## src/md5_pkg.sv

```systemverilog
// Package: MD5 payload types, constants and round helper functions.
package md5_pkg;

    typedef struct packed {
        logic [7:0] data_byte;
        logic       byte_present;
        logic       message_end;
    } md5_in_t;

    typedef struct packed {
        logic [63:0] digest_half;
        logic        half_index;
        logic        last_of_run;
    } md5_out_t;

    localparam logic [31:0] INIT_A = 32'h67452301;
    localparam logic [31:0] INIT_B = 32'hefcdab89;
    localparam logic [31:0] INIT_C = 32'h98badcfe;
    localparam logic [31:0] INIT_D = 32'h10325476;
    localparam logic [7:0]  PAD_BYTE = 8'h80;
    localparam logic [5:0]  LEN_POS = 6'd56;

    function automatic logic [31:0] round_add(input logic [5:0] r);
        logic [31:0] k;
        case (r)
            6'd0:  k = 32'hd76aa478; 6'd1:  k = 32'he8c7b756;
            6'd2:  k = 32'h242070db; 6'd3:  k = 32'hc1bdceee;
            6'd4:  k = 32'hf57c0faf; 6'd5:  k = 32'h4787c62a;
            6'd6:  k = 32'ha8304613; 6'd7:  k = 32'hfd469501;
            6'd8:  k = 32'h698098d8; 6'd9:  k = 32'h8b44f7af;
            6'd10: k = 32'hffff5bb1; 6'd11: k = 32'h895cd7be;
            6'd12: k = 32'h6b901122; 6'd13: k = 32'hfd987193;
            6'd14: k = 32'ha679438e; 6'd15: k = 32'h49b40821;
            6'd16: k = 32'hf61e2562; 6'd17: k = 32'hc040b340;
            6'd18: k = 32'h265e5a51; 6'd19: k = 32'he9b6c7aa;
            6'd20: k = 32'hd62f105d; 6'd21: k = 32'h02441453;
            6'd22: k = 32'hd8a1e681; 6'd23: k = 32'he7d3fbc8;
            6'd24: k = 32'h21e1cde6; 6'd25: k = 32'hc33707d6;
            6'd26: k = 32'hf4d50d87; 6'd27: k = 32'h455a14ed;
            6'd28: k = 32'ha9e3e905; 6'd29: k = 32'hfcefa3f8;
            6'd30: k = 32'h676f02d9; 6'd31: k = 32'h8d2a4c8a;
            6'd32: k = 32'hfffa3942; 6'd33: k = 32'h8771f681;
            6'd34: k = 32'h6d9d6122; 6'd35: k = 32'hfde5380c;
            6'd36: k = 32'ha4beea44; 6'd37: k = 32'h4bdecfa9;
            6'd38: k = 32'hf6bb4b60; 6'd39: k = 32'hbebfbc70;
            6'd40: k = 32'h289b7ec6; 6'd41: k = 32'heaa127fa;
            6'd42: k = 32'hd4ef3085; 6'd43: k = 32'h04881d05;
            6'd44: k = 32'hd9d4d039; 6'd45: k = 32'he6db99e5;
            6'd46: k = 32'h1fa27cf8; 6'd47: k = 32'hc4ac5665;
            6'd48: k = 32'hf4292244; 6'd49: k = 32'h432aff97;
            6'd50: k = 32'hab9423a7; 6'd51: k = 32'hfc93a039;
            6'd52: k = 32'h655b59c3; 6'd53: k = 32'h8f0ccc92;
            6'd54: k = 32'hffeff47d; 6'd55: k = 32'h85845dd1;
            6'd56: k = 32'h6fa87e4f; 6'd57: k = 32'hfe2ce6e0;
            6'd58: k = 32'ha3014314; 6'd59: k = 32'h4e0811a1;
            6'd60: k = 32'hf7537e82; 6'd61: k = 32'hbd3af235;
            6'd62: k = 32'h2ad7d2bb; default: k = 32'heb86d391;
        endcase
        return k;
    endfunction

    function automatic logic [4:0] rot_by(input logic [5:0] r);
        logic [4:0] s;
        case ({r[5:4], r[1:0]})
            4'd0:  s = 5'd7;  4'd1:  s = 5'd12; 4'd2:  s = 5'd17; 4'd3:  s = 5'd22;
            4'd4:  s = 5'd5;  4'd5:  s = 5'd9;  4'd6:  s = 5'd14; 4'd7:  s = 5'd20;
            4'd8:  s = 5'd4;  4'd9:  s = 5'd11; 4'd10: s = 5'd16; 4'd11: s = 5'd23;
            4'd12: s = 5'd6;  4'd13: s = 5'd10; 4'd14: s = 5'd15; default: s = 5'd21;
        endcase
        return s;
    endfunction

    function automatic logic [3:0] msg_index(input logic [5:0] r);
        logic [3:0] g;
        case (r[5:4])
            2'd0:    g = r[3:0];
            2'd1:    g = 4'(5 * r[3:0] + 1);
            2'd2:    g = 4'(3 * r[3:0] + 5);
            default: g = 4'(7 * r[3:0]);
        endcase
        return g;
    endfunction

    function automatic logic [31:0] bswap32(input logic [31:0] v);
        return {v[7:0], v[15:8], v[23:16], v[31:24]};
    endfunction

endpackage

```

## src/md5_message_digest.sv

```systemverilog
// Top level: MD5 digest engine over a byte stream.
//
// Input channel (in_valid/in_stall, payload in_data): one message byte per
// transfer, byte_present qualifying data_byte; message_end closes the message.
// Output channel (out_valid/out_stall, payload out_data): two transfers per
// message, digest half 0 then half 1 with last_of_run set.
// Bytes are packed into a 16-word block memory with a registered read port.
// The input takes a byte while idle; the 64th byte of a block starts a
// compression: a load step, 64 rounds and the chaining add, one round
// per cycle bound by the block-memory read port; input stalls meanwhile.
// An end transfer writes the pad byte, zero-fills one word per cycle, writes
// the length words, runs one or two compressions, then presents the digest.
// While the receiver stalls the digest holds and no transfer is taken.
// Reset restores the initial chaining words and a zero bit count; block
// memory content is undefined until written, and no clearing pass is needed.
module md5_message_digest
    import md5_pkg::*;
(
    input  logic     clk,
    input  logic     rst_n,
    input  logic     in_valid,
    output logic     in_stall,
    input  md5_in_t  in_data,
    output logic     out_valid,
    input  logic     out_stall,
    output md5_out_t out_data
);
    localparam logic [2:0] ST_IDLE = 3'd0;
    localparam logic [2:0] ST_PAD  = 3'd1;
    localparam logic [2:0] ST_LEN  = 3'd2;
    localparam logic [2:0] ST_RUN  = 3'd3;
    localparam logic [2:0] ST_ADD  = 3'd4;
    localparam logic [2:0] ST_OUT0 = 3'd5;
    localparam logic [2:0] ST_OUT1 = 3'd6;

    logic [31:0] mem [16];
    logic [31:0] rd_data_reg;

    logic [2:0]  state_reg, state_next;
    logic [31:0] h_reg [4];
    logic [31:0] a_reg, b_reg, c_reg, d_reg;
    logic [63:0] len_reg, len_next;
    logic [6:0]  rnd_reg, rnd_next;
    logic [3:0]  pw_reg, pw_next;
    logic        fin_reg, fin_next;
    logic        second_reg, second_next;

    logic        wr_en;
    logic [3:0]  wr_addr;
    logic [31:0] wr_data;
    logic [3:0]  wr_lane;
    logic [3:0]  rd_addr;
    logic [31:0] b_new;
    logic        accept;
    logic [5:0]  pos;

    assign pos      = len_reg[8:3];
    assign in_stall = (state_reg != ST_IDLE);
    assign accept   = in_valid && !in_stall;

    md5_round u_round (
        .rnd   (rnd_reg[5:0] - 6'd1),
        .a     (a_reg),
        .b     (b_reg),
        .c     (c_reg),
        .d     (d_reg),
        .m     (rd_data_reg),
        .b_new (b_new)
    );

    always_comb
    begin
        state_next  = state_reg;
        len_next    = len_reg;
        rnd_next    = rnd_reg;
        pw_next     = pw_reg;
        fin_next    = fin_reg;
        second_next = second_reg;
        wr_en       = 1'b0;
        wr_addr     = pos[5:2];
        wr_data     = {4{in_data.data_byte}};
        wr_lane     = 4'b0001 << pos[1:0];
        rd_addr     = msg_index(rnd_reg[5:0]);
        case (state_reg)
            ST_IDLE:
            begin
                if (accept)
                begin
                    if (in_data.byte_present)
                    begin
                        wr_en    = 1'b1;
                        len_next = len_reg + 64'd8;
                    end
                    if (in_data.byte_present && pos == 6'd63)
                    begin
                        fin_next   = 1'b0;
                        second_next = in_data.message_end;
                        rnd_next   = 7'd0;
                        state_next = ST_RUN;
                    end
                    else if (in_data.message_end)
                    begin
                        pw_next    = 4'(({1'b0, pos} + 7'(in_data.byte_present)) >> 2);
                        state_next = ST_PAD;
                    end
                end
            end
            ST_PAD:
            begin
                // first pass writes pad byte and clears upper lanes of its word
                wr_en   = 1'b1;
                wr_addr = pw_reg;
                if (pw_reg == pos[5:2] && fin_reg == 1'b0 && second_reg == 1'b0)
                begin
                    wr_data = 32'(PAD_BYTE) << {pos[1:0], 3'b000};
                    wr_lane = 4'b1111 << pos[1:0];
                end
                else
                begin
                    wr_data = '0;
                    wr_lane = 4'b1111;
                end
                pw_next = pw_reg + 4'd1;
                fin_next = 1'b1;
                if (pw_reg == 4'd15)
                begin
                    fin_next    = 1'b1;
                    second_next = 1'b1;
                    rnd_next    = 7'd0;
                    state_next  = ST_RUN;
                end
                else if (pw_reg == 4'd13 && (pos < LEN_POS || second_reg))
                begin
                    pw_next    = 4'd14;
                    state_next = ST_LEN;
                end
            end
            ST_LEN:
            begin
                wr_en   = 1'b1;
                wr_addr = pw_reg;
                wr_lane = 4'b1111;
                wr_data = pw_reg[0] ? len_reg[63:32] : len_reg[31:0];
                pw_next = pw_reg + 4'd1;
                if (pw_reg[0])
                begin
                    second_next = 1'b0;
                    fin_next    = 1'b1;
                    rnd_next    = 7'd0;
                    state_next  = ST_RUN;
                end
            end
            ST_RUN:
            begin
                rnd_next = rnd_reg + 7'd1;
                if (rnd_reg == 7'd64)
                    state_next = ST_ADD;
            end
            ST_ADD:
            begin
                if (!fin_reg)
                begin
                    if (second_reg)
                    begin
                        // message ended on a full block: pad into a fresh block
                        pw_next     = 4'd0;
                        second_next = 1'b0;
                        state_next  = ST_PAD;
                    end
                    else
                        state_next = ST_IDLE;
                end
                else if (second_reg)
                begin
                    // length goes into a fresh all-zero block
                    pw_next     = 4'd0;
                    state_next  = ST_PAD;
                end
                else
                    state_next = ST_OUT0;
            end
            ST_OUT0:
            begin
                if (!out_stall)
                    state_next = ST_OUT1;
            end
            ST_OUT1:
            begin
                if (!out_stall)
                begin
                    len_next   = '0;
                    fin_next   = 1'b0;
                    second_next = 1'b0;
                    state_next = ST_IDLE;
                end
            end
            default:
                state_next = ST_IDLE;
        endcase
    end

    always_ff @(posedge clk)
    begin
        if (wr_en)
        begin
            for (int i = 0; i < 4; i++)
            begin
                if (wr_lane[i])
                    mem[wr_addr][i*8 +: 8] <= wr_data[i*8 +: 8];
            end
        end
        rd_data_reg <= mem[rd_addr];
    end

    always_ff @(posedge clk or negedge rst_n)
    begin
        if (!rst_n)
        begin
            state_reg  <= ST_IDLE;
            len_reg    <= '0;
            rnd_reg    <= '0;
            pw_reg     <= '0;
            fin_reg    <= 1'b0;
            second_reg <= 1'b0;
            h_reg[0]   <= INIT_A;
            h_reg[1]   <= INIT_B;
            h_reg[2]   <= INIT_C;
            h_reg[3]   <= INIT_D;
        end
        else
        begin
            state_reg  <= state_next;
            len_reg    <= len_next;
            rnd_reg    <= rnd_next;
            pw_reg     <= pw_next;
            fin_reg    <= fin_next;
            second_reg <= second_next;
            if (state_reg == ST_ADD)
            begin
                h_reg[0] <= h_reg[0] + a_reg;
                h_reg[1] <= h_reg[1] + b_reg;
                h_reg[2] <= h_reg[2] + c_reg;
                h_reg[3] <= h_reg[3] + d_reg;
            end
            if (state_reg == ST_OUT1 && !out_stall)
            begin
                h_reg[0] <= INIT_A;
                h_reg[1] <= INIT_B;
                h_reg[2] <= INIT_C;
                h_reg[3] <= INIT_D;
            end
        end
    end

    always_ff @(posedge clk)
    begin
        if (state_reg == ST_RUN)
        begin
            if (rnd_reg == 7'd0)
            begin
                a_reg <= h_reg[0];
                b_reg <= h_reg[1];
                c_reg <= h_reg[2];
                d_reg <= h_reg[3];
            end
            else
            begin
                a_reg <= d_reg;
                b_reg <= b_new;
                c_reg <= b_reg;
                d_reg <= c_reg;
            end
        end
    end

    assign out_valid = (state_reg == ST_OUT0) || (state_reg == ST_OUT1);
    assign out_data.half_index  = (state_reg == ST_OUT1);
    assign out_data.last_of_run = (state_reg == ST_OUT1);
    assign out_data.digest_half = (state_reg == ST_OUT1)
        ? {bswap32(h_reg[2]), bswap32(h_reg[3])}
        : {bswap32(h_reg[0]), bswap32(h_reg[1])};

    a_stall_hold: assert property (@(posedge clk) disable iff (!rst_n)
        out_valid && out_stall |=> out_valid && $stable(out_data))
        else $error("digest changed while stalled");
    a_no_accept_busy: assert property (@(posedge clk) disable iff (!rst_n)
        state_reg == ST_RUN |-> in_stall)
        else $error("input taken during compression");
    a_half_order: assert property (@(posedge clk) disable iff (!rst_n)
        state_reg == ST_OUT1 |-> $past(state_reg) == ST_OUT0 || $past(state_reg) == ST_OUT1)
        else $error("second half without first");
endmodule

```

## src/md5_round.sv

```systemverilog
// One MD5 round step: working-word update from one message word.
module md5_round
    import md5_pkg::*;
(
    input  logic [5:0]  rnd,
    input  logic [31:0] a,
    input  logic [31:0] b,
    input  logic [31:0] c,
    input  logic [31:0] d,
    input  logic [31:0] m,
    output logic [31:0] b_new
);
    logic [31:0] f;
    logic [31:0] sum;
    logic [4:0]  sh;

    always_comb
    begin
        case (rnd[5:4])
            2'd0:    f = (b & c) | (~b & d);
            2'd1:    f = (d & b) | (~d & c);
            2'd2:    f = b ^ c ^ d;
            default: f = c ^ (b | ~d);
        endcase
        sum   = a + f + round_add(rnd) + m;
        sh    = rot_by(rnd);
        b_new = b + ((sum << sh) | (sum >> (6'd32 - {1'b0, sh})));
    end
endmodule

```

## config.mk

```make
export PLATFORM = sky130hd
export DESIGN_NAME = md5_message_digest
export DESIGN_NICKNAME = d
export VERILOG_FILES = /design/src/md5_pkg.sv /design/src/md5_message_digest.sv /design/src/md5_round.sv
export SDC_FILE = /design/constraint.sdc
export NUM_CORES = 2
export LEC_CHECK = 0
export BUFFER_PORTS_ARGS = -buffer_cell sky130_fd_sc_hd__buf_2
export CAP_MARGIN = 20
export CORE_MARGIN = 5
export CORE_UTILIZATION = 40
export CTS_BUF_LIST = sky130_fd_sc_hd__clkbuf_16
export CTS_CLUSTER_SIZE = 16
export DETAILED_ROUTE_END_ITERATION = 10
export GPL_TIMING_DRIVEN = 1
export MAX_ROUTING_LAYER = met4
export SLEW_MARGIN = 0
export SYNTH_ARGS = -nofsm -noshare
export SYNTH_HDL_FRONTEND = slang
export SYNTH_SLANG_ARGS = --single-unit
export TNS_END_PERCENT = 100
```

## constraint.sdc

```tcl
create_clock -name clk -period 12.35 [get_ports clk]
set_input_delay 2.47 -clock clk [delete_from_list [all_inputs] [get_ports clk]]
set_output_delay 2.47 -clock clk [all_outputs]
set_load 0.1 [all_outputs]
```

==> impl_metrics.yaml <==
global_route:
  first_pass_grt_wire_length_um: 275000
  groute.usage.overall: 0.254
  globalRouteOverflowTotal: 0
  grt_start_max_net_pins: 159
  grt_antenna_before_repair: 3
  grt_pass1_vias: 41800
cts:
  clock_insertion_delay_worst_skew_ns: 0.74
  cts_htree_levels: 3
  cts_hold_repair.buffers: 0
  post-cts-setup-buffers: 0
  largest_buffer_count_on_any_clock_path: 3
  numCtsBuffers: 92
  cts_num_sinks: 877
  clk_pin_slew_worst_paths_ns: 0.06
  ctsRootBufferMaster: "sky130_fd_sc_hd__clkbuf_16"
  tritoncts: "done"
timing:
  worst_clock_skew_ns: 0.0766
  setup-tns-final_ns: 0
  rsz_0062_raised_after_global_routing: "false"
  slew-limit-headroom: 0.123
  max_clock_freq_ghz: 0.0878
  post-route-period-util: 0.922
  final_setup_violations: 0
  maxSlewViolCount: 0
  worst_slew_pin_slew_ns: 1.32
  period_minus_slack_ns: 11.38
  final-hold-violation-count: 0
detailed_routing:
  post_drt_wl_per_cell_um: 25.7
  routed-via-count: 43300
  drt_first_iter_violations: 4371
  antenna_violating_nets_post_route: 0
  drtPass1Iterations: 9
  drc: 0
  detail_route.vias_per_cell: 6.04
  totalWireLength_um: 185000
worst_setup_path:
  critical_path.slowest_cell: "sky130_fd_sc_hd__o31ai_1"
  worst-r2r-cell-count: 36
  crit_family: "compound AO/OA/AOI/OAI gates"
  cp.depth: 36
  setup.worst_path.start_class: "flip-flop"
  critPathBufInv: 3
  worst_path_largest_cell_delay_ns: 0.63
  setup.worst_path.class: "reg2reg"
  critPathArrivalTime_ns: 11.77
  crit_path_max_fanout: 29
  crit_required_ns: 12.74
  end_kind: "flip-flop"
  crit_top_cell: "sky130_fd_sc_hd__a21oi_1"
logic_synthesis:
  syn_inst: 5309
  synthDistinctLibCells: 97
  synth_enable_flop_cells: 640
  synth-seq-cells: 877
  postSynthAreaPerCell_sq_um: 10.5
  synth-async-reset-ratio: 0.234
  syn-num-nets: 5612
  synth.cell_area_sq_mm: 0.0556
  sequential_to_total_area_share_from_yosys_stat: 0.451
  yosysWarningCount: 0
  synth_ff_type: "sky130_fd_sc_hd__edfxtp_1"
floorplan:
  floorplan.initialDensity: 0.403
  dieWidth_um: 383
  io_pins: 82
  core_area_sq_mm: 0.138
  floorplan.die.height_um: 383
  die-area_sq_mm: 0.147
  placementRows: 136
final_layout:
  largest_register_ffs: 512
  drive_above_1_share: 0.139
  final_core_utilization: 0.444
  nets: 5598
  num-fill-cells: 13100
  area_growth_syn_to_layout_pct: 10.2
place:
  place_congestion: 0.970
  hpwl_um: 133000
  port_buffers: 81
hold_path:
  hold_depth: 1
  min-delay-path-class: "reg2reg"
run_status:
  status: "finished clean"
run:
  max_cap_viol_count: 0
## placed cells by master, fill, tap and decap left out, types with 34 or more instances in the layout
cell type and instances:
sky130_fd_sc_hd__mux2_2 110, sky130_fd_sc_hd__buf_2 80, sky130_fd_sc_hd__fa_1 70, sky130_fd_sc_hd__and3_1 42
sky130_fd_sc_hd__nor3_1 77, sky130_fd_sc_hd__o211ai_1 51, sky130_fd_sc_hd__a21o_1 87, sky130_fd_sc_hd__o22ai_1 43
sky130_fd_sc_hd__edfxtp_1 640, sky130_fd_sc_hd__mux2i_1 131, sky130_fd_sc_hd__mux4_2 146, sky130_fd_sc_hd__nor2_1 424
sky130_fd_sc_hd__o21a_1 69, sky130_fd_sc_hd__xor2_1 122, sky130_fd_sc_hd__o21ai_0 316, sky130_fd_sc_hd__nand2b_1 34
sky130_fd_sc_hd__nand3_1 130, sky130_fd_sc_hd__dfrtp_1 140, sky130_fd_sc_hd__a31oi_1 94, sky130_fd_sc_hd__a211oi_1 109
sky130_fd_sc_hd__a21oi_1 376, sky130_fd_sc_hd__clkbuf_16 93, sky130_fd_sc_hd__ha_1 217, sky130_fd_sc_hd__nor2b_1 55
sky130_fd_sc_hd__xnor2_1 164, sky130_fd_sc_hd__buf_4 114, sky130_fd_sc_hd__dfstp_2 64, sky130_fd_sc_hd__nand2_1 578
sky130_fd_sc_hd__inv_1 214
## synthesized netlist by cell type (70+ instances only)
library cell / n / area [sq um]
sky130_fd_sc_hd__a21o_1: 87 / 653
sky130_fd_sc_hd__edfxtp_1: 640 / 19200
sky130_fd_sc_hd__mux2i_1: 131 / 1310
sky130_fd_sc_hd__nand3_1: 130 / 651
sky130_fd_sc_hd__ha_1: 219 / 2740
sky130_fd_sc_hd__dfrtp_1: 141 / 3530
sky130_fd_sc_hd__clkbuf_1: 232 / 871
sky130_fd_sc_hd__a21oi_1: 392 / 1960
sky130_fd_sc_hd__nand2_1: 581 / 2180
sky130_fd_sc_hd__mux2_2: 110 / 1240
sky130_fd_sc_hd__a31oi_1: 94 / 588
sky130_fd_sc_hd__xor2_1: 122 / 1070
sky130_fd_sc_hd__a211oi_1: 109 / 818
sky130_fd_sc_hd__xnor2_1: 168 / 1470
sky130_fd_sc_hd__inv_1: 195 / 732
sky130_fd_sc_hd__nor3_1: 78 / 390
sky130_fd_sc_hd__mux4_2: 147 / 3310
sky130_fd_sc_hd__fa_1: 70 / 1400
sky130_fd_sc_hd__nor2_1: 427 / 1600
sky130_fd_sc_hd__o21ai_0: 319 / 1600
## area by class of cell
type                            count  area (sq um)  area share
Multi-Input combinational cell   3918         28800       0.470
Tap cell                         1794          2240      0.0366
Sequential cell                   877         25100       0.409
Timing Repair Buffer              205          1450      0.0236
Antenna cell                        3          7.51    0.000123
Clock inverter                     81           621      0.0101
Inverter                          201           759      0.0124
Clock buffer                       93          2330      0.0380
## path summary, 6_finish.rpt
kind	slack (ns)	to	startpoint
setup / recovery	0.97	b_reg[30]	rnd_reg[2]
hold / removal	0.51	h_reg[127]	h_reg[127]
setup reg to reg	0.97	b_reg[30]	rnd_reg[2]
hold reg to reg	0.51	h_reg[127]	h_reg[127]
max in group asynchronous	8.27	h_reg[117]	rst_n
min in group asynchronous	1.83	len_reg[33]	rst_n
## worst reg2reg max path, delay by kind of cell (launching register included)
family	cells	cell delay [ns]
simple gates	4	1.49
mux	1	0.33
compound gates	19	4.69
flops	1	0.38
buf+inv	3	0.66
fa+ha+maj	6	2.56
xor+xnor	3	0.92
## layer usage
| metal | GRT usage | up-vias | part of all wire |
|---|---|---|---|
| met2 | 0.407 | 1714 | 0.48 |
| met3 | 0.0348 | 336 | 0.064 |
| met1 | 0.335 | 21500 | 0.42 |
| met5 | - | - | 0 |
| met4 | 0.0838 | 0 | 0.038 |
| li1 | - | 19800 | - |
## kinds of logic (layout without fill, tap and decap cells)
kind of cell             count (synthesis)  after routing  share of synthesized area
adder cells (fa/ha/maj)                290            290                     0.0747
flip-flops                             877            877                      0.451
AND/OR/NAND/NOR                       1500           1500                      0.120
AO/OA/AOI/OAI                         1444           1444                      0.166
XOR/XNOR                               296            296                     0.0476
other                                    0              3                          0
multiplexers                           388            388                      0.105
buffers and inverters                  514            580                     0.0353
## stage by stage
stage                     instances  area [sq um]  hold slack [ns]  setup slack, ns
after CTS                      7162         61200            0.509            0.793
after global placement         6985         58200            0.489             1.18
after floorplan                5309         55600            0.467             1.76
final                          7172         61300            0.506            0.965
after detailed placement       6988         58200            0.499            0.877
after global routing           7169         61300            0.518            0.264
## repair_timing
item / in CTS / in global routing
endpoints found under the setup margin: 0 / 1
endpoints found under the hold margin: 0 / 0
gates resized for setup: 0 / 1
Power is not shown: default switching activity piles up to over one toggle a cycle in this logic, so the estimate is an artifact.
